## config.mk

```make
export PLATFORM = sky130hd
export DESIGN_NAME = hvn_back
export DESIGN_NICKNAME = d
export VERILOG_FILES = /design/src/rtl/hvn_pkg.sv /design/src/rtl/hvn_back.sv
export SDC_FILE = /design/constraint.sdc
export NUM_CORES = 2
export LEC_CHECK = 0
export ABC_AREA = 1
export BUFFER_PORTS_ARGS = -buffer_cell sky130_fd_sc_hd__buf_4
export CORE_ASPECT_RATIO = 1.75
export CORE_UTILIZATION = 48
export CTS_CLUSTER_SIZE = 40
export DETAILED_ROUTE_END_ITERATION = 12
export GPL_ROUTABILITY_DRIVEN = 1
export GPL_TIMING_DRIVEN = 0
export PLACE_DENSITY = 0.67
export SYNTH_ARGS = -nofsm -noshare
export SYNTH_HDL_FRONTEND = slang
export SYNTH_SLANG_ARGS = --single-unit
```

## constraint.sdc

```tcl
create_clock -name clock -period 23.8 [get_ports clock]
set_input_delay 3.57 -clock clock [delete_from_list [all_inputs] [get_ports clock]]
set_output_delay 3.57 -clock clock [all_outputs]
set_load 0.03 [all_outputs]
```

## src/rtl/hvn_pkg.sv

```systemverilog
`timescale 1ns / 1ps
// ----------------------------------------------------------------------------
// hvn_pkg
// Shared types and constants of the heightmap vertex normal block.
// ----------------------------------------------------------------------------
package hvn_pkg;

   localparam int CNT_W    = 11;
   localparam int HGT_W    = 16;
   localparam int POS_W    = 10;
   localparam int MAX_ROWS = 1024;
   localparam int Q_ONE    = 16384;

   localparam logic [1:0] CSR_SCALE = 2'd0;
   localparam logic [1:0] CSR_COLS  = 2'd1;
   localparam logic [1:0] CSR_ROWS  = 2'd2;

   typedef struct packed {
      logic [HGT_W-1:0] hc;
      logic [HGT_W-1:0] hl;
      logic [HGT_W-1:0] hr;
      logic [HGT_W-1:0] hu;
      logic [HGT_W-1:0] hd;
      logic [HGT_W-1:0] hur;
      logic [HGT_W-1:0] hdl;
      logic             left;
      logic             up;
      logic             right;
      logic             down;
      logic [POS_W-1:0] vc;
      logic [POS_W-1:0] vr;
      logic             last;
      logic             done;
   } job_type;

endpackage

```

## src/rtl/hvn_back.sv

```systemverilog
`timescale 1ns / 1ps
// ----------------------------------------------------------------------------
// hvn_back
// Normal unit: sums triangle normals, scales, normalizes the magnitudes and
// finds each rounded unit component by a 15-step digit search.
// ----------------------------------------------------------------------------
module hvn_back
   import hvn_pkg::*;
(
   input  logic                    clock,
   input  logic                    reset,
   input  logic                    job_valid,
   output logic                    job_pop,
   input  job_type                 job_data,
   input  logic [HGT_W-1:0]        height_scale,
   output logic                    rsp_empty,
   input  logic                    rsp_pop,
   output logic [POS_W-1:0]        rsp_vertex_col,
   output logic [POS_W-1:0]        rsp_vertex_row,
   output logic signed [15:0]      rsp_normal_x,
   output logic [14:0]             rsp_normal_y,
   output logic signed [15:0]      rsp_normal_z,
   output logic                    rsp_last_of_run,
   output logic                    rsp_grid_done
);

   localparam int SW = 20;
   localparam int MW = 35;
   localparam int RW = 67;
   localparam logic [3:0] B_IDLE = 4'd0;
   localparam logic [3:0] B_SUM  = 4'd1;
   localparam logic [3:0] B_MULX = 4'd2;
   localparam logic [3:0] B_MULZ = 4'd3;
   localparam logic [3:0] B_NORM = 4'd4;
   localparam logic [3:0] B_SQ0  = 4'd5;
   localparam logic [3:0] B_SQ1  = 4'd6;
   localparam logic [3:0] B_SQ2  = 4'd7;
   localparam logic [3:0] B_ROOT = 4'd8;
   localparam logic [3:0] B_OUT  = 4'd9;

   logic [3:0]           state_ff, state_in;
   job_type              job_ff;
   logic signed [SW-1:0] sx_ff, sz_ff, sx_in, sz_in, mul_in;
   logic [2:0]           n_ff, n_in;
   logic signed [36:0]   prod;
   logic [36:0]          prod_mag;
   logic                 neg_x_ff, neg_z_ff;
   logic [MW-1:0]        mag_ff [3];
   logic [MW-1:0]        mag_or;
   logic [14:0]          sq_in;
   logic [29:0]          sq_out;
   logic [29:0]          sq_ff [3];
   logic [31:0]          s_ff, s_in;
   logic signed [RW-1:0] p_ff [3];
   logic signed [RW-1:0] a_ff [3];
   logic signed [RW-1:0] b_ff;
   logic signed [RW-1:0] pc [3];
   logic signed [RW-1:0] t_val [3];
   logic [2:0]           ok;
   logic [14:0]          lo_ff [3];
   logic [3:0]           k_ff;
   logic                 out_valid_ff, load;
   logic [15:0]          qx16, qz16;

   function automatic logic signed [SW-1:0] diff(input logic [HGT_W-1:0] a,
                                                 input logic [HGT_W-1:0] b);
      diff = $signed({4'b0000, a}) - $signed({4'b0000, b});
   endfunction

   always_comb begin
      sx_in = '0;
      sz_in = '0;
      n_in  = '0;
      if (job_ff.right && job_ff.down) begin
         sx_in = sx_in + diff(job_ff.hc, job_ff.hr);
         sz_in = sz_in + diff(job_ff.hc, job_ff.hd);
         n_in  = n_in + 3'd1;
      end
      if (job_ff.left && job_ff.down) begin
         sx_in = sx_in + diff(job_ff.hl, job_ff.hc) + diff(job_ff.hdl, job_ff.hd);
         sz_in = sz_in + diff(job_ff.hl, job_ff.hdl) + diff(job_ff.hc, job_ff.hd);
         n_in  = n_in + 3'd2;
      end
      if (job_ff.right && job_ff.up) begin
         sx_in = sx_in + diff(job_ff.hu, job_ff.hur) + diff(job_ff.hc, job_ff.hr);
         sz_in = sz_in + diff(job_ff.hu, job_ff.hc) + diff(job_ff.hur, job_ff.hr);
         n_in  = n_in + 3'd2;
      end
      if (job_ff.left && job_ff.up) begin
         sx_in = sx_in + diff(job_ff.hl, job_ff.hc);
         sz_in = sz_in + diff(job_ff.hu, job_ff.hc);
         n_in  = n_in + 3'd1;
      end
   end

   assign mul_in   = (state_ff == B_MULX) ? sx_ff : sz_ff;
   assign prod     = mul_in * $signed({1'b0, height_scale});
   assign prod_mag = prod[36] ? 37'(-prod) : prod;
   assign mag_or   = mag_ff[0] | mag_ff[1] | mag_ff[2];

   always_comb begin
      unique case (state_ff)
         B_SQ0:   sq_in = mag_ff[0][14:0];
         B_SQ1:   sq_in = mag_ff[1][14:0];
         default: sq_in = mag_ff[2][14:0];
      endcase
      sq_out = sq_in * sq_in;
      s_in   = s_ff + {2'b00, sq_out};
   end

   always_comb begin
      for (int i = 0; i < 3; i++) begin
         t_val[i] = $signed({7'b0, sq_ff[i], 30'b0});
         pc[i]    = p_ff[i] + a_ff[i] + b_ff;
         ok[i]    = (pc[i] <= t_val[i]);
      end
   end

   assign job_pop   = (state_ff == B_IDLE) && job_valid;
   assign load      = (state_ff == B_OUT) && (!out_valid_ff || rsp_pop);
   assign rsp_empty = !out_valid_ff;
   assign qx16      = (s_ff == '0) ? 16'd0 : {1'b0, lo_ff[0]};
   assign qz16      = (s_ff == '0) ? 16'd0 : {1'b0, lo_ff[2]};

   always_comb begin
      state_in = state_ff;
      unique case (state_ff)
         B_IDLE: if (job_valid) begin
            state_in = B_SUM;
         end
         B_SUM:  state_in = B_MULX;
         B_MULX: state_in = B_MULZ;
         B_MULZ: state_in = B_NORM;
         B_NORM: if (mag_or[MW-1:15] == '0) begin
            state_in = B_SQ0;
         end
         B_SQ0:  state_in = B_SQ1;
         B_SQ1:  state_in = B_SQ2;
         B_SQ2:  state_in = B_ROOT;
         B_ROOT: if (k_ff == 4'd0) begin
            state_in = B_OUT;
         end
         B_OUT:  if (load) begin
            state_in = B_IDLE;
         end
         default: state_in = B_IDLE;
      endcase
   end

   always_ff @(posedge clock) begin
      if (reset) begin
         state_ff     <= B_IDLE;
         out_valid_ff <= 1'b0;
      end else begin
         state_ff <= state_in;
         if (load) begin
            out_valid_ff <= 1'b1;
         end else if (rsp_pop) begin
            out_valid_ff <= 1'b0;
         end
      end
   end

   always_ff @(posedge clock) begin
      unique case (state_ff)
         B_IDLE: begin
            if (job_valid) begin
               job_ff <= job_data;
            end
         end
         B_SUM: begin
            sx_ff <= sx_in;
            sz_ff <= sz_in;
            n_ff  <= n_in;
         end
         B_MULX: begin
            neg_x_ff  <= prod[36];
            mag_ff[0] <= prod_mag[MW-1:0];
         end
         B_MULZ: begin
            neg_z_ff  <= prod[36];
            mag_ff[2] <= prod_mag[MW-1:0];
            mag_ff[1] <= {8'b0, n_ff, 24'b0};
         end
         B_NORM: begin
            for (int i = 0; i < 3; i++) begin
               if (mag_or[MW-1:19] != '0) begin
                  mag_ff[i] <= mag_ff[i] >> 4;
               end else if (mag_or[MW-1:15] != '0) begin
                  mag_ff[i] <= mag_ff[i] >> 1;
               end
            end
         end
         B_SQ0: begin
            sq_ff[0] <= sq_out;
            s_ff     <= {2'b00, sq_out};
         end
         B_SQ1: begin
            sq_ff[1] <= sq_out;
            s_ff     <= s_in;
         end
         B_SQ2: begin
            sq_ff[2] <= sq_out;
            s_ff     <= s_in;
            b_ff     <= $signed({5'b0, s_in, 30'b0});
            k_ff     <= 4'd14;
            for (int i = 0; i < 3; i++) begin
               p_ff[i]  <= $signed({35'b0, s_in});
               a_ff[i]  <= -$signed({19'b0, s_in, 16'b0});
               lo_ff[i] <= '0;
            end
         end
         B_ROOT: begin
            k_ff <= k_ff - 4'd1;
            b_ff <= b_ff >>> 2;
            for (int i = 0; i < 3; i++) begin
               if (ok[i]) begin
                  p_ff[i]  <= pc[i];
                  a_ff[i]  <= (a_ff[i] + (b_ff <<< 1)) >>> 1;
                  lo_ff[i] <= lo_ff[i] | (15'd1 << k_ff);
               end else begin
                  a_ff[i]  <= a_ff[i] >>> 1;
               end
            end
         end
         B_OUT: begin
            if (load) begin
               rsp_vertex_col  <= job_ff.vc;
               rsp_vertex_row  <= job_ff.vr;
               rsp_normal_x    <= neg_x_ff ? 16'(~qx16 + 16'd1) : qx16;
               rsp_normal_y    <= (s_ff == '0) ? 15'd0 : lo_ff[1];
               rsp_normal_z    <= neg_z_ff ? 16'(~qz16 + 16'd1) : qz16;
               rsp_last_of_run <= job_ff.last;
               rsp_grid_done   <= job_ff.done;
            end
         end
         default: begin
         end
      endcase
   end

`ifndef SYNTHESIS
   a_norm_narrow: assert property (@(posedge clock) disable iff (reset)
      state_ff == B_SQ0 |-> mag_or[MW-1:15] == '0)
      else $error("magnitudes not narrowed before squaring");
   a_digit_bound: assert property (@(posedge clock) disable iff (reset)
      state_ff == B_OUT |-> int'(lo_ff[0]) <= Q_ONE && int'(lo_ff[1]) <= Q_ONE &&
                            int'(lo_ff[2]) <= Q_ONE)
      else $error("unit component above one");
   a_up_positive: assert property (@(posedge clock) disable iff (reset)
      load |=> rsp_normal_y != 15'd0)
      else $error("up component of a normal is zero");
`endif

endmodule

```

==> impl_metrics.py <==
metrics = {
    "floorplan": {
        "die-area_mm2": 0.228,
        "rows": 230,
        "die_w_um": 361,
        "die_h_um": 630,
        "core_area_mm2": 0.224,
        "ios": 229,
        "start_util": 0.483,
    },
    "detailed_routing": {
        "avgRoutedWirePerCell_um": 26.9,
        "viasPerCell": 5.66,
        "final_antenna_net_count": 0,
        "drt-initial-drc-count": 7074,
        "via_count": 98700,
        "wl_um": 469000,
        "dr.pass1.iters": 7,
        "drc": 0,
    },
    "setup_path": {
        "cp.required_ps": 24350,
        "arrival_ps": 15960,
        "end_kind": "register",
        "crit_start": "state_ff[0]",
        "critical-path-max-stage-delay_ps": 1200,
        "crit_slowest_cell": "xor2_1",
        "cp_max_fo": 10,
        "reg2reg_from": "state_ff[0]",
        "path_class": "register to register",
        "cpMostUsedCell": "inv_1",
        "cp-start-kind": "register",
    },
    "cells_and_area": {
        "multi_input_area_mm2": 0.0682,
        "syn_to_final_growth_pct": 8.92,
        "ff_latch_area_mm2": 0.0296,
        "finalNetCount": 16300,
        "final_common_cell": "nand2_1",
        "final_cell_mix": "nand2_1 (3407), inv_1 (2489), nor2_1 (1313)",
        "fillers": 22400,
        "postLayoutCellArea_mm2": 0.118,
        "drive_above_1_share": 0.0480,
    },
    "clock_network": {
        "cts.htree.levels": 3,
        "ctsRootBufferMaster": "clkbuf_16",
        "clockBufferDepth": 3,
        "cts.repair.resized": 0,
        "cts_buffers": 103,
        "cts_tree": "yes",
        "postCtsSetupBuffers": 0,
        "clock_latency_ps": 800,
        "cts_hold_buffers": 0,
        "path_clk_slew_ps": 70,
        "cts.sinks": 986,
    },
    "place": {
        "portBuffers": 220,
        "dp_hpwl_um": 400000,
        "dpl_cell_area_mm2": 0.114,
        "place_congestion": 1.09,
    },
    "yosys": {
        "avgSynthCellArea_um2": 7.69,
        "yosysUniqueCellTypes": 68,
        "synthesis.nets": 15900,
        "seq_area_frac_synth": 0.273,
        "netlist_area_mm2": 0.108,
        "synth_top_cell_by_area": "edfxtp_1",
        "synth_top_area_frac": 0.272,
        "synth-seq-cells": 986,
        "synthCells": 14100,
        "synth_async_sr_flop_share": 0,
        "synth-edff-count": 981,
        "yosys_most_used_dff": "edfxtp_1",
        "yosys-top-cells-area": "edfxtp_1 (27%), fa_1 (14%), nand2_1 (12%), ha_1 (11%), inv_1 (8.6%)",
        "yosysWarnings": 0,
    },
    "sta": {
        "setup_tns_ps": 0,
        "finalCriticalPeriod_ps": 15410,
        "slew_viol_final": 47,
        "slew_headroom": -0.0602,
        "timing.final.hold_violations": 0,
        "skew_ps": 57.1,
        "rsz0062_at_grt": "false",
        "worst_pin_slew_ps": 1590,
        "final.period_utilization": 0.648,
        "setup_viol": 0,
        "max_freq_mhz": 64.9,
    },
    "grt": {
        "grt.overflow.total": 0,
        "grt_usage": 0.407,
        "antenna_found_initial": 16,
        "grt_max_degree": 113,
        "grt_pass1_wl_um": 665000,
        "grt_pass1_vias": 101000,
    },
    "run": {
        "drv_cap": 7,
    },
    "outcome": {
        "outcome": "finished, violations left",
        "violations": "capacitance limit, slew limit",
    },
    "min_path": {
        "min_from": "job_ff[13]",
        "hold_path_class": "register to register",
    },
}
## layout make-up
| type | count | share of cell area |
|---|---|---|
| clock inverter | 82 | 0.00827 |
| clock buffer | 112 | 0.0221 |
| sequential | 986 | 0.251 |
| antenna | 13 | 0.000276 |
| tap | 2900 | 0.0308 |
| multi-input combinational | 10300 | 0.578 |
| inverter | 2526 | 0.0805 |
| buffer | 235 | 0.0101 |
| timing repair buffer | 259 | 0.0190 |
## Yosys cell counts (22+ instances only)
cell type and n:
a21boi_0 33, a21o_1 48, a21oi_1 948, a31oi_1 181, buf_1 28, buf_2 34
buf_6 23, clkbuf_1 130, edfxtp_1 981, fa_1 737, ha_1 940, inv_1 2490
nand2_1 3412, nand2_2 28, nand3_1 608, nand3b_1 44, nand4_1 147, nor2_1 1319
nor3_1 101, nor4_1 60, o211ai_1 60, o21a_1 42, o21ai_0 664, o21ai_1 34
o21bai_1 99, o31ai_1 22, or2_2 62, xnor2_1 233, xor2_1 338
## routing by layer
layer,vias to the layer above,share of wire,global-route usage
li1,46500,-,-
met1,46800,0.31,0.363
met2,3623,0.50,0.721
met3,1790,0.049,0.0571
met4,10,0.15,0.499
met5,-,0.00014,0
## path summary, 6_finish.rpt
path | end | cells after the start | slack [ps]
max | a_ff[2][47] | 48 | 8390
min | rsp_vertex_col[1] | 0 | 420
max reg2reg | a_ff[2][47] | 48 | 8390
min reg2reg | rsp_vertex_col[1] | 0 | 420
## worst max-delay path: cells and delay by family, from the launching register on
kind | cells | cell delay, ps
flip-flops | 1 | 450
XOR/XNOR | 2 | 1710
adder cells (fa/ha/maj) | 8 | 3780
AO/OA/AOI/OAI | 7 | 3170
buffers and inverters | 15 | 2040
AND/OR/NAND/NOR | 16 | 3980
## logic make-up after synthesis
| logic type | count (synthesis) | share of synthesized area |
|---|---|---|
| AO/OA/AOI/OAI | 2211 | 0.114 |
| XOR/XNOR | 575 | 0.0468 |
| adder cells (fa/ha/maj) | 1677 | 0.245 |
| buffers and inverters | 2761 | 0.0985 |
| flip-flops | 986 | 0.273 |
| multiplexers | 7 | 0.000647 |
| other | 1 | 0.0000346 |
| AND/OR/NAND/NOR | 5863 | 0.223 |
## state kept, by name, indices dropped and copies added (netlist names), 3 cells and up
register,count
sq_ff,87
sx_ff,20
rsp_vertex_col,10
p_ff,201
state_ff,4
job_ff,138
mag_ff,97
s_ff,32
rsp_vertex_row,10
k_ff,4
sz_ff,20
n_ff,3
rsp_normal_z,16
lo_ff,45
rsp_normal_y,15
rsp_normal_x,16
a_ff,201
b_ff,62
## metrics by stage
stage	worst slack (ps)	hold slack, ps	std cells	util
2_1_floorplan	10580	400	14100	-
3_3_place_gp	6050	400	17200	0.507
3_5_place_dp	8970	408	17200	0.510
4_1_cts	8940	406	17400	0.526
5_1_grt	8230	423	17400	0.526
6_report	8390	423	17400	0.526
Power is left out: the tool's default activity adds up to more than one toggle a clock period on the data nets, which glitch-free logic cannot reach.
