<file path="src/rtl/hvn_pkg.sv">
`timescale 1ns / 1ps
// ----------------------------------------------------------------------------
// hvn_pkg
// Shared types and constants of the heightmap vertex normal block.
// ----------------------------------------------------------------------------
package hvn_pkg;

   localparam int CNT_W    = 11;
   localparam int HGT_W    = 16;
   localparam int POS_W    = 10;
   localparam int MAX_ROWS = 1024;
   localparam int Q_ONE    = 16384;

   localparam logic [1:0] CSR_SCALE = 2'd0;
   localparam logic [1:0] CSR_COLS  = 2'd1;
   localparam logic [1:0] CSR_ROWS  = 2'd2;

   typedef struct packed {
      logic [HGT_W-1:0] hc;
      logic [HGT_W-1:0] hl;
      logic [HGT_W-1:0] hr;
      logic [HGT_W-1:0] hu;
      logic [HGT_W-1:0] hd;
      logic [HGT_W-1:0] hur;
      logic [HGT_W-1:0] hdl;
      logic             left;
      logic             up;
      logic             right;
      logic             down;
      logic [POS_W-1:0] vc;
      logic [POS_W-1:0] vr;
      logic             last;
      logic             done;
   } job_type;

endpackage

</file>
<file path="src/rtl/hvn_queue.sv">
`timescale 1ns / 1ps
// ----------------------------------------------------------------------------
// hvn_queue
// Two-entry job queue between the front and the normal unit.
// ----------------------------------------------------------------------------
module hvn_queue
   import hvn_pkg::*;
(
   input  logic    clock,
   input  logic    reset,
   input  logic    push,
   output logic    full,
   input  job_type push_data,
   input  logic    pop,
   output logic    empty,
   output job_type pop_data
);

   job_type    slot_ff [2];
   logic       wr_ff, wr_in, rd_ff, rd_in;
   logic [1:0] count_ff, count_in;

   assign full     = (count_ff == 2'd2);
   assign empty    = (count_ff == 2'd0);
   assign pop_data = slot_ff[rd_ff];

   always_comb begin
      wr_in    = (push && !full) ? ~wr_ff : wr_ff;
      rd_in    = (pop && !empty) ? ~rd_ff : rd_ff;
      count_in = count_ff + 2'(push && !full) - 2'(pop && !empty);
   end

   always_ff @(posedge clock) begin
      if (reset) begin
         wr_ff    <= 1'b0;
         rd_ff    <= 1'b0;
         count_ff <= 2'd0;
      end else begin
         wr_ff    <= wr_in;
         rd_ff    <= rd_in;
         count_ff <= count_in;
      end
   end

   always_ff @(posedge clock) begin
      if (push && !full) begin
         slot_ff[wr_ff] <= push_data;
      end
   end

`ifndef SYNTHESIS
   a_no_overrun: assert property (@(posedge clock) disable iff (reset)
      !(push && full) && !(pop && empty))
      else $error("job queue overrun or underrun");
`endif

endmodule

</file>
<file path="config.mk">
export PLATFORM = sky130hd
export DESIGN_NAME = hvn_queue
export DESIGN_NICKNAME = d
export VERILOG_FILES = /design/src/rtl/hvn_pkg.sv /design/src/rtl/hvn_queue.sv
export SDC_FILE = /design/constraint.sdc
export NUM_CORES = 1
export LEC_CHECK = 0
export ABC_AREA = 1
export CAP_MARGIN = 30
export CORE_UTILIZATION = 56
export CTS_CLUSTER_SIZE = 25
export DETAILED_ROUTE_END_ITERATION = 8
export DONT_BUFFER_PORTS = 1
export PLACE_DENSITY_LB_ADDON = 0.12
export SYNTH_ARGS = -nofsm -noshare
export SYNTH_HDL_FRONTEND = slang
export SYNTH_SLANG_ARGS = --single-unit
</file>
<file path="constraint.sdc">
create_clock -name clock -period 9.7 [get_ports clock]
set_input_delay 2.91 -clock clock [delete_from_list [all_inputs] [get_ports clock]]
set_output_delay 2.91 -clock clock [all_outputs]
set_load 0.005 [all_outputs]
</file>
==> insert_results.sql, run 1 <==
INSERT INTO impl_metrics (metric_group, metric, value, unit) VALUES
('floorplan', 'die_w', '137', 'um'),
('clocking', 'post-cts-setup-buffer-count', '0', ''),
('sta', 'timing.slew.headroom', '42.6', '%'),
('sta', 'setup-violations-final', '0', ''),
('final_layout', 'layout_common_cells', 'sky130_fd_sc_hd__edfxtp_1 (276), sky130_fd_sc_hd__mux2_2 (138), sky130_fd_sc_hd__clkbuf_16 (27), sky130_fd_sc_hd__inv_1 (9)', ''),
('floorplan', 'vertical_die_dimension', '137', 'um'),
('logic_synthesis', 'post_synth_instance_area', '0.0103', 'mm2'),
('final_layout', 'multi_input_comb_area', '0.00168', 'mm2'),
('floorplan', 'floorplan.rows', '49', ''),
('floorplan', 'total_die_area', '0.0189', 'mm2'),
('routing', 'average_via_count_per_standard_cell', '5.67', ''),
('floorplan', 'core', '0.0180', 'mm2'),
('global_route', 'initial_antenna_violation_count', '0', ''),
('critical_path', 'worst_setup_path_end_kind', 'output port', ''),
('clocking', 'cts_tree', 'built', ''),
('routing', 'antenna_violating_nets_post_route', '0', ''),
('routing', 'detail_route.first_pass.iterations', '6', ''),
('logic_synthesis', 'synth.ff_latch_count', '281', ''),
('final_layout', 'insertedDiodeCount', '0', ''),
('clocking', 'post_cts.resized_instances', '0', ''),
('sta', 'timing.final.ws_setup', '4.32', 'ns'),
('status', 'run_status', 'finished clean', ''),
('final_layout', 'post_route_cells_drive_above_1_share', '35.9', '%'),
('critical_path', 'timing.critical_path.arrival', '2.47', 'ns'),
('clocking', 'cts_max_level', '1', ''),
('routing', 'mean_routed_wirelength_per_cell', '23.3', 'um'),
('final_layout', 'synthToLayoutAreaGrowth', '9.82', '%'),
('clocking', 'clk_pin_slew_worst_paths', '0.06', 'ns'),
('routing', 'routed_wl', '17100', 'um'),
('clocking', 'clk-insertion-delay-late', '0.51', 'ns'),
('sta', 'clock-skew-final', '0.00660', 'ns'),
('placement', 'dpl.hpwl', '11000', 'um'),
('global_route', 'grt_max_degree', '81', ''),
('critical_path', 'cp_max_fo', '74', ''),
('routing', 'drtIter0Drc', '195', ''),
('clocking', 'max-clock-path-buffers', '3', ''),
('final_layout', 'num-fill-cells', '1253', ''),
('placement', 'preCtsSetupSlack', '4.45', 'ns'),
('sta', 'clock.fmax', '186', 'MHz'),
('routing', 'num_vias', '4159', ''),
('sta', 'tns', '0', 'ns'),
('critical_path', 'crit_type', 'flop to output port', ''),
('sta', 'hold_violations', '0', ''),
('clocking', 'ctsRootBufferMaster', 'sky130_fd_sc_hd__clkbuf_16', ''),
('final_layout', 'layout.cells.most_common', 'sky130_fd_sc_hd__edfxtp_1', ''),
('clocking', 'cts_hold_buffers', '0', ''),
('global_route', 'first_global_vias', '4239', ''),
('logic_synthesis', 'post_synth.cell_area_avg', '21.9', 'um2'),
('pwr', 'cellPowerDensity', '270', 'mW/mm2'),
('flow_run', 'drv.max_cap_violation_count', '0', ''),
('clocking', 'number_of_buffers_added_by_the_clock_tree_synthesis_step', '27', ''),
('placement', 'gp_congestion', '0.759', ''),
('critical_path', 'worst_setup_start_kind', 'flop', ''),
('logic_synthesis', 'yosysSeqAreaShare', '81.8', '%'),
('logic_synthesis', 'synth_cells', '468', ''),
('final_layout', 'nets', '631', ''),
('placement', 'buffer_ports.inserted', '0', ''),
('global_route', 'grt_pass1_wl', '23800', 'um'),
('pwr', 'ir_worst_vdd', '0.173', 'mV'),
('pwr', 'power.static_leakage', '3.66', 'nW'),
('worst_hold_path', 'min-delay-path-class', 'flop to flop', ''),
('clocking', 'clock-sinks', '281', ''),
('floorplan', 'initial_core_utilization', '57.1', '%'),
('global_route', 'grt_usage', '17.2', '%'),
('pwr', 'totalPowerFinal', '3.04', 'mW'),
('routing', 'drcViolationCount', '0', ''),
('floorplan', 'ios', '282', ''),
('sta', 'rsz0062_at_grt', 'no', ''),
('global_route', 'grt_overflow_total', '0', ''),
('sta', 'tightestPinTransition', '0.861', 'ns'),
('logic_synthesis', 'synth.net_count', '612', ''),
('logic_synthesis', 'netlist-cell-type-count', '11', ''),
('sta', 'finalCriticalPeriod', '5.38', 'ns'),
('sta', 'final-max-slew-violation-count', '0', ''),
('logic_synthesis', 'synth_warnings', '0', ''),
('sta', 'finalCritPeriodShare', '55.5', '%'),
('final_layout', 'area.sequential', '0.00839', 'mm2'),
('critical_path', 'worstPathRequired', '6.79', 'ns');
==> synthesized netlist by cell type, drive strengths merged <==
| master | number | share of area [%] |
|---|---|---|
| inv | 10 | 0.37 |
| nor2 | 9 | 0.33 |
| a21oi | 2 | 0.098 |
| edfxtp | 276 | 81 |
| nand3 | 3 | 0.15 |
| dfxtp | 5 | 0.98 |
| nand2 | 8 | 0.29 |
| buf | 15 | 1.6 |
| mux2 | 138 | 15 |
| ha | 2 | 0.24 |
==> worst max-delay path: stages (launching register included) <==
cell and delay (ns):
sky130_fd_sc_hd__dfxtp_4 0.88, sky130_fd_sc_hd__buf_4 0.27, sky130_fd_sc_hd__buf_16 0.29, sky130_fd_sc_hd__mux2_2 0.42
==> final cells by class <==
class / count / area share [%]
inverter: 10 / 0.378
multi-input combinational: 162 / 14.9
timing repair buffer: 5 / 0.511
tap: 229 / 2.54
clock buffer: 34 / 6.23
clock inverter: 12 / 0.955
sequential: 281 / 74.5
==> flip-flops by register name, indices dropped and copies added (netlist names), named ones only <==
register / count
slot_ff: 276
wr_ff: 1
count_ff: 2
rd_ff: 1
==> metal layers <==
| metal | wire length, um | up-vias | global-route usage [%] |
|---|---|---|---|
| met3 | 2290 | 27 | 8.28 |
| met2 | 8510 | 200 | 29.1 |
| met1 | 5940 | 2065 | 18.9 |
| met4 | 353 | 0 | 5.74 |
| met5 | 0 | - | 0 |
| li1 | - | 1867 | - |
==> per-stage QoR <==
stage,instance area (um2),utilization [%],hold slack (ns),instances
floorplan,10300,-,0.467,468
CTS,11200,62.5,0.523,732
finish,11300,62.7,0.526,733
global placement,10400,58.0,0.491,686
detailed placement,10400,58.0,0.497,686
global route,11300,62.7,0.577,733
==> logic make-up (layout without fill, tap and decap cells) <==
group	Yosys count	after routing	synth area share (%)
adders and majority gates	2	2	0.244
muxes	138	138	15.2
buffers and inverters	25	61	1.95
DFF	281	281	81.8
and+or+nand+nor	20	20	0.769
AOI/OAI and AO/OA	2	2	0.0976
==> report_power, final <==
part / switching, mW / total [mW] / internal [mW]
Clock: 0.398 / 0.958 / 0.561
Sequential: 0.0670 / 1.61 / 1.54
Combinational: 0.264 / 0.468 / 0.204
==> path summary, 6_finish.rpt <==
kind	from	to	slack, ns	cells after the start
hold reg to reg	rd_ff	rd_ff	0.53	2
hold / removal	rd_ff	rd_ff	0.53	2
setup / recovery	flop	pop_data[45]	4.32	3
setup reg to reg	count_ff[0]	slot_ff[1][14]	7.19	5
(Power assumes the default switching activity.)
==> inputs of run 2 (changes only) <==
- clock period: 9.7 -> 4.9 ns (I/O delays scaled with it)
==> run 2 against run 1 <==
Net effect:
- global-route usage up 1.2 points
- largest cell class unchanged
- core utilization up 0.85 points
- clock skew up 0.0032 ns
- largest power group unchanged
- critical endpoint is now pop_data[110]
- non-clock buffer count up 1
- worst setup slack worse by 3.2 ns
- critical path type unchanged
==> insert_results.sql, run 2 (same netlist as run 1, synthesis figures left out) <==
INSERT INTO impl_metrics (metric_group, metric, value, unit) VALUES
('placement', 'preCtsSetupSlack', '1.66', 'ns'),
('clocking', 'ctsRootBufferMaster', 'sky130_fd_sc_hd__clkbuf_16', ''),
('critical_path', 'reg2reg_from', 'count_ff[0]', ''),
('routing', 'drtIter0Drc', '269', ''),
('critical_path', 'crit_type', 'flop to output port', ''),
('routing', 'average_via_count_per_standard_cell', '5.66', ''),
('final_layout', 'synthToLayoutAreaGrowth', '11.3', '%'),
('sta', 'tightestPinTransition', '0.870', 'ns'),
('routing', 'mean_routed_wirelength_per_cell', '24.2', 'um'),
('final_layout', 'largest_reg_flops', '276', ''),
('sta', 'rsz0062_at_grt', 'no', ''),
('pwr', 'total_switching_power', '1.47', 'mW'),
('clocking', 'max-clock-path-buffers', '3', ''),
('sta', 'final-max-slew-violation-count', '0', ''),
('critical_path', 'timing.reg2reg.setup_slack', '2.65', 'ns'),
('sta', 'clock.fmax', '266', 'MHz'),
('worst_hold_path', 'hold_path_end', 'wr_ff', ''),
('clocking', 'cts_max_level', '1', ''),
('pwr', 'power.switching_fraction', '23.5', '%'),
('routing', 'detail_route.first_pass.iterations', '4', ''),
('floorplan', 'ios', '282', ''),
('status', 'run_status', 'finished clean', ''),
('final_layout', 'insertedDiodeCount', '0', ''),
('critical_path', 'timing.critical_path.arrival', '2.29', 'ns'),
('routing', 'num_vias', '4187', ''),
('global_route', 'initial_antenna_violation_count', '1', ''),
('critical_path', 'worst_setup_path_end_kind', 'output port', ''),
('pwr', 'cellPowerDensity', '549', 'mW/mm2'),
('sta', 'finalCritPeriodShare', '76.8', '%'),
('clocking', 'post-cts-setup-buffer-count', '0', ''),
('floorplan', 'die_w', '137', 'um'),
('sta', 'timing.final.ws_setup', '1.14', 'ns'),
('floorplan', 'initial_core_utilization', '57.1', '%'),
('global_route', 'grt_max_degree', '95', ''),
('clocking', 'post_cts.resized_instances', '0', ''),
('clocking', 'clk-insertion-delay-late', '0.52', 'ns'),
('floorplan', 'core', '0.0180', 'mm2'),
('critical_path', 'crit_path_cell_trace', 'buf_12 > mux2_2', ''),
('critical_path', 'worstPathRequired', '3.43', 'ns'),
('final_layout', 'final_core_utilization', '63.6', '%'),
('placement', 'dpl.hpwl', '11900', 'um'),
('final_layout', 'layout_common_cells', 'sky130_fd_sc_hd__edfxtp_1 (276), sky130_fd_sc_hd__mux2_2 (138), sky130_fd_sc_hd__clkbuf_16 (29), sky130_fd_sc_hd__inv_1 (9)', ''),
('global_route', 'grt_usage', '18.4', '%'),
('floorplan', 'floorplan.rows', '49', ''),
('placement', 'buffer_ports.inserted', '0', ''),
('clocking', 'cts_hold_buffers', '0', ''),
('pwr', 'ir_worst_vdd', '0.335', 'mV'),
('worst_hold_path', 'min-delay-path-class', 'flop to flop', ''),
('sta', 'timing.slew.headroom', '42.0', '%'),
('final_layout', 'nets', '633', ''),
('routing', 'routed_wl', '17900', 'um'),
('sta', 'finalHoldWorstSlack', '0.552', 'ns'),
('critical_path', 'rr_worst_depth', '5', ''),
('sta', 'setup-violations-final', '0', ''),
('clocking', 'number_of_buffers_added_by_the_clock_tree_synthesis_step', '28', ''),
('final_layout', 'largest_registers', 'slot_ff: 276 flops, count_ff: 2 flops', ''),
('floorplan', 'total_die_area', '0.0189', 'mm2'),
('sta', 'hold_violations', '0', ''),
('routing', 'antenna_violating_nets_post_route', '0', ''),
('sta', 'clock-skew-final', '0.00979', 'ns'),
('global_route', 'grt_pass1_wl', '25300', 'um'),
('clocking', 'clk_pin_slew_worst_paths', '0.06', 'ns'),
('placement', 'gp_congestion', '0.766', ''),
('final_layout', 'post_route_cells_drive_above_1_share', '36.4', '%'),
('pwr', 'power.static_leakage', '3.74', 'nW'),
('clocking', 'cts_tree', 'built', ''),
('critical_path', 'cp_max_fo', '90', ''),
('pwr', 'share_comb_of_total_power', '15.0', '%'),
('flow_run', 'drv.max_cap_violation_count', '0', ''),
('floorplan', 'vertical_die_dimension', '137', 'um'),
('final_layout', 'layout.cells.most_common', 'sky130_fd_sc_hd__edfxtp_1', ''),
('critical_path', 'critical-path-slowest-cell', 'sky130_fd_sc_hd__dfxtp_4', ''),
('critical_path', 'rr_endpoint', 'slot_ff[1][51]', ''),
('sta', 'finalCriticalPeriod', '3.76', 'ns'),
('pwr', 'p_seq_share', '50.8', '%'),
('critical_path', 'worst_path_largest_cell_delay', '0.78', 'ns'),
('pwr', 'power.share.clock', '34.2', '%'),
('worst_hold_path', 'worstHoldPathCells', '2', ''),
('sta', 'tns', '0', 'ns'),
('global_route', 'grt_overflow_total', '0', ''),
('clocking', 'clock-sinks', '281', ''),
('worst_hold_path', 'min-delay-start', 'wr_ff', ''),
('pwr', 'cellInternalPower', '4.79', 'mW'),
('critical_path', 'worst_setup_start_kind', 'flop', ''),
('routing', 'drcViolationCount', '0', ''),
('final_layout', 'max_flop_register', 'slot_ff', ''),
('global_route', 'first_global_vias', '4401', '');
==> run 2: changes by cell type in the layout (fill, tap and decap cells not counted), sizes merged <==
cell | before | now
buf | 5 | 6
bufinv | 2 | 5
clkinv | 9 | 13
clkinvlp | 1 | 0
==> run 2: through the flow <==
stage | area, um2 | cells | power (mW)
6_report | 11400 | 740 | 6.26
3_3_place_gp | 10500 | 688 | 4.17
3_5_place_dp | 10500 | 688 | 4.20
2_1_floorplan | 10300 | 468 | 4.01
5_1_grt | 11400 | 740 | 6.52
4_1_cts | 11400 | 740 | 6.35
==> run 2: worst max path at each step <==
stage	to	slack (ns)
5_1_grt	pop_data[133]	0.99
3_3_place_gp	pop_data[52]	1.69
2_1_floorplan	slot_ff[1][0]	0.17
6_report	pop_data[110]	1.14
4_1_cts	pop_data[82]	1.10
3_5_place_dp	pop_data[110]	1.66
==> run 2: cell type report <==
cell class	count	area, um2
tap	229	287
sequential	281	8390
clock buffer	34	744
fill	1223	6550
timing repair buffer	6	70.1
clock inverter	18	205
inverter	10	42.5
multi-input combinational	162	1680
==> run 2: power by group through the flow <==
stage               Combinational, mW  Clock (mW)  Sequential (mW)
global placement                0.949           0             3.22
finish                          0.938        2.14             3.18
detailed placement              0.963           0             3.23
CTS                             0.969        2.19             3.19
floorplan                       0.834           0             3.18
global route                     1.02        2.28             3.21
==> run 2: layer usage <==
metal | track usage [%] | wire length, um
met1 | 20.7 | 6160
met2 | 30.5 | 8980
met3 | 8.02 | 2150
met4 | 7.69 | 571
met5 | 0 | 11
==> run 2: worst max-delay path: cells and delay by family (launching register included) <==
family   cells  cell delay, ns
flops        1            0.78
mux          1            0.43
buf+inv      1            0.42
==> inputs of run 3 (changes only) <==
- CORE_UTILIZATION: 56 -> 62
- clock period: 4.9 -> 3.9 ns (I/O delays scaled with it)
==> run 3 against run 2 <==
Net effect:
- register-to-register slack got worse by 0.69 ns
- combinational power rose by 31%
- worst setup slack got worse by 0.35 ns
- core utilization rose by 7.3 points
- non-clock buffer count rose by 1
- clock-buffer cell count rose by 2
- hold slack got worse by 0.012 ns
- clock skew rose by 0.0030 ns
- sequential share of layout area rose by 0.49 points
- largest cell class unchanged
- via count rose by 1.1%
- first-iteration DRC count rose by 14%
==> insert_results.sql, run 3 (same netlist as run 1, synthesis figures left out) <==
INSERT INTO impl_metrics (metric_group, metric, value, unit) VALUES
('floorplan', 'ios', '282', ''),
('sta', 'timing.slew.headroom', '42.4', '%'),
('clocking', 'post-cts-setup-buffer-count', '0', ''),
('global_route', 'grt_overflow_total', '0', ''),
('routing', 'detail_route.first_pass.iterations', '4', ''),
('critical_path', 'worstPathRequired', '2.73', 'ns'),
('critical_path', 'reg2reg_from', 'count_ff[0]', ''),
('critical_path', 'worst_setup_path_end_kind', 'output port', ''),
('sta', 'clock-skew-final', '0.0128', 'ns'),
('final_layout', 'post_route_cells_drive_above_1_share', '36.3', '%'),
('global_route', 'initial_antenna_violation_count', '0', ''),
('critical_path', 'crit_path_cell_trace', 'buf_12 > mux2_2', ''),
('placement', 'gp_congestion', '0.829', ''),
('clocking', 'cts_hold_buffers', '0', ''),
('critical_path', 'cp_num_buf_inv', '1', ''),
('final_layout', 'insertedDiodeCount', '0', ''),
('sta', 'clock.fmax', '321', 'MHz'),
('routing', 'drcViolationCount', '0', ''),
('floorplan', 'floorplan.rows', '46', ''),
('clocking', 'ctsRootBufferMaster', 'sky130_fd_sc_hd__clkbuf_16', ''),
('global_route', 'grt_usage', '18.9', '%'),
('routing', 'num_vias', '4231', ''),
('final_layout', 'layout_common_cells', 'sky130_fd_sc_hd__edfxtp_1 (276), sky130_fd_sc_hd__mux2_2 (138), sky130_fd_sc_hd__clkbuf_16 (27), sky130_fd_sc_hd__inv_1 (9)', ''),
('critical_path', 'cp_max_fo', '66', ''),
('clocking', 'clock-sinks', '281', ''),
('final_layout', 'largest_registers', 'slot_ff: 276 flops, count_ff: 2 flops', ''),
('final_layout', 'nets', '633', ''),
('critical_path', 'rr_worst_depth', '5', ''),
('critical_path', 'timing.critical_path.arrival', '1.95', 'ns'),
('critical_path', 'worst_path_largest_cell_delay', '0.60', 'ns'),
('clocking', 'cts_tree', 'built', ''),
('placement', 'buffer_ports.inserted', '0', ''),
('final_layout', 'area.sequential', '0.00839', 'mm2'),
('critical_path', 'rr_endpoint', 'slot_ff[1][28]', ''),
('worst_hold_path', 'min-delay-path-class', 'flop to flop', ''),
('critical_path', 'crit_type', 'flop to output port', ''),
('clocking', 'number_of_buffers_added_by_the_clock_tree_synthesis_step', '27', ''),
('global_route', 'first_global_vias', '4184', ''),
('clocking', 'post_cts.resized_instances', '0', ''),
('final_layout', 'multi_input_comb_area', '0.00168', 'mm2'),
('routing', 'average_via_count_per_standard_cell', '5.83', ''),
('floorplan', 'die_w', '131', 'um'),
('critical_path', 'critical-path-slowest-cell', 'sky130_fd_sc_hd__dfxtp_4', ''),
('routing', 'mean_routed_wirelength_per_cell', '23.9', 'um'),
('flow_run', 'drv.max_cap_violation_count', '0', ''),
('final_layout', 'max_flop_register', 'slot_ff', ''),
('sta', 'tightestPinTransition', '0.863', 'ns'),
('sta', 'tns', '0', 'ns'),
('critical_path', 'timing.reg2reg.setup_slack', '1.96', 'ns'),
('clocking', 'clk_pin_slew_worst_paths', '0.06', 'ns'),
('sta', 'finalCriticalPeriod', '3.12', 'ns'),
('final_layout', 'largest_reg_flops', '276', ''),
('final_layout', 'num-fill-cells', '997', ''),
('floorplan', 'total_die_area', '0.0171', 'mm2'),
('critical_path', 'cpLargestDelayFamily', 'flip-flops', ''),
('routing', 'drtIter0Drc', '307', ''),
('clocking', 'cts_max_level', '1', ''),
('routing', 'routed_wl', '17400', 'um'),
('global_route', 'grt_max_degree', '75', ''),
('clocking', 'clk-insertion-delay-late', '0.51', 'ns'),
('pwr', 'power.static_leakage', '3.70', 'nW'),
('sta', 'finalCritPeriodShare', '79.9', '%'),
('floorplan', 'initial_core_utilization', '64.1', '%'),
('sta', 'setup-violations-final', '0', ''),
('final_layout', 'layout.cells.most_common', 'sky130_fd_sc_hd__edfxtp_1', ''),
('floorplan', 'vertical_die_dimension', '131', 'um'),
('routing', 'antenna_violating_nets_post_route', '0', ''),
('sta', 'rsz0062_at_grt', 'no', ''),
('final_layout', 'final_core_utilization', '70.9', '%'),
('floorplan', 'core', '0.0160', 'mm2'),
('critical_path', 'worst_setup_start_kind', 'flop', ''),
('critical_path', 'crit_cells', '2', ''),
('global_route', 'grt_pass1_wl', '23600', 'um'),
('sta', 'hold_violations', '0', ''),
('pwr', 'cellPowerDensity', '679', 'mW/mm2'),
('clocking', 'max-clock-path-buffers', '3', ''),
('status', 'run_status', 'finished clean', ''),
('critical_path', 'worstSetupEndpoint', 'pop_data[134]', ''),
('sta', 'final-max-slew-violation-count', '0', ''),
('pwr', 'ir_worst_vdd', '0.433', 'mV'),
('final_layout', 'synthToLayoutAreaGrowth', '10.6', '%');
run 3: cell types whose count changed in the layout (fill, tap and decap cells not counted), sizes merged:
cell	delta
clkbuf	+2
buf	+1
bufinv	-2
clkinv	-3
clkinvlp	+1
run 3: stage by stage:
step	area [um2]	setup WS (ns)	hold WS, ns	instances	total power, mW
after floorplan	10300	0.164	0.467	468	5.03
after CTS	11300	0.748	0.533	726	7.79
after detailed placement	10500	1.31	0.517	676	5.28
after global placement	10500	1.34	0.484	676	5.23
after global routing	11300	0.689	0.563	726	8.00
final	11300	0.783	0.539	726	7.70
run 3: per-layer routing:
layer	part of all wire [%]	track usage (%)	vias up	wire length (um)
met1	33	19.7	2097	5800
met5	0	0	-	0
met2	52	33.9	229	9020
li1	-	-	1877	-
met4	2.3	6.83	0	403
met3	12	8.22	28	2140
run 3: how the worst min path moves through the flow:
stage,start,end,cells after the start
2_1_floorplan,rd_ff,flop,2
3_3_place_gp,rd_ff,rd_ff,2
3_5_place_dp,rd_ff,flop,2
4_1_cts,rd_ff,flop,2
5_1_grt,rd_ff,flop,2
6_report,rd_ff,rd_ff,2
run 3: power by group:
group | internal [mW] | switching (mW) | leakage, nW | total, mW
sequential | 3.84 | 0.131 | 2.62 | 3.97
combinational | 0.520 | 0.709 | 0.653 | 1.23
clock | 1.51 | 1.00 | 0.427 | 2.51
total | 5.86 | 1.84 | 3.70 | 7.70
run 3: cell type report:
class,instances,share of cell area [%]
clock buffer,36,6.43
sequential,281,74.0
inverter,10,0.364
timing repair buffer,7,0.794
multi-input combinational,162,14.8
tap,216,2.38
clock inverter,14,1.25
run 3: worst min-delay path: stages (launching register included):
cell and delay [ns]:
sky130_fd_sc_hd__dfxtp_1 0.34, sky130_fd_sc_hd__nor2_1 0.07, sky130_fd_sc_hd__nor2_1 0.10
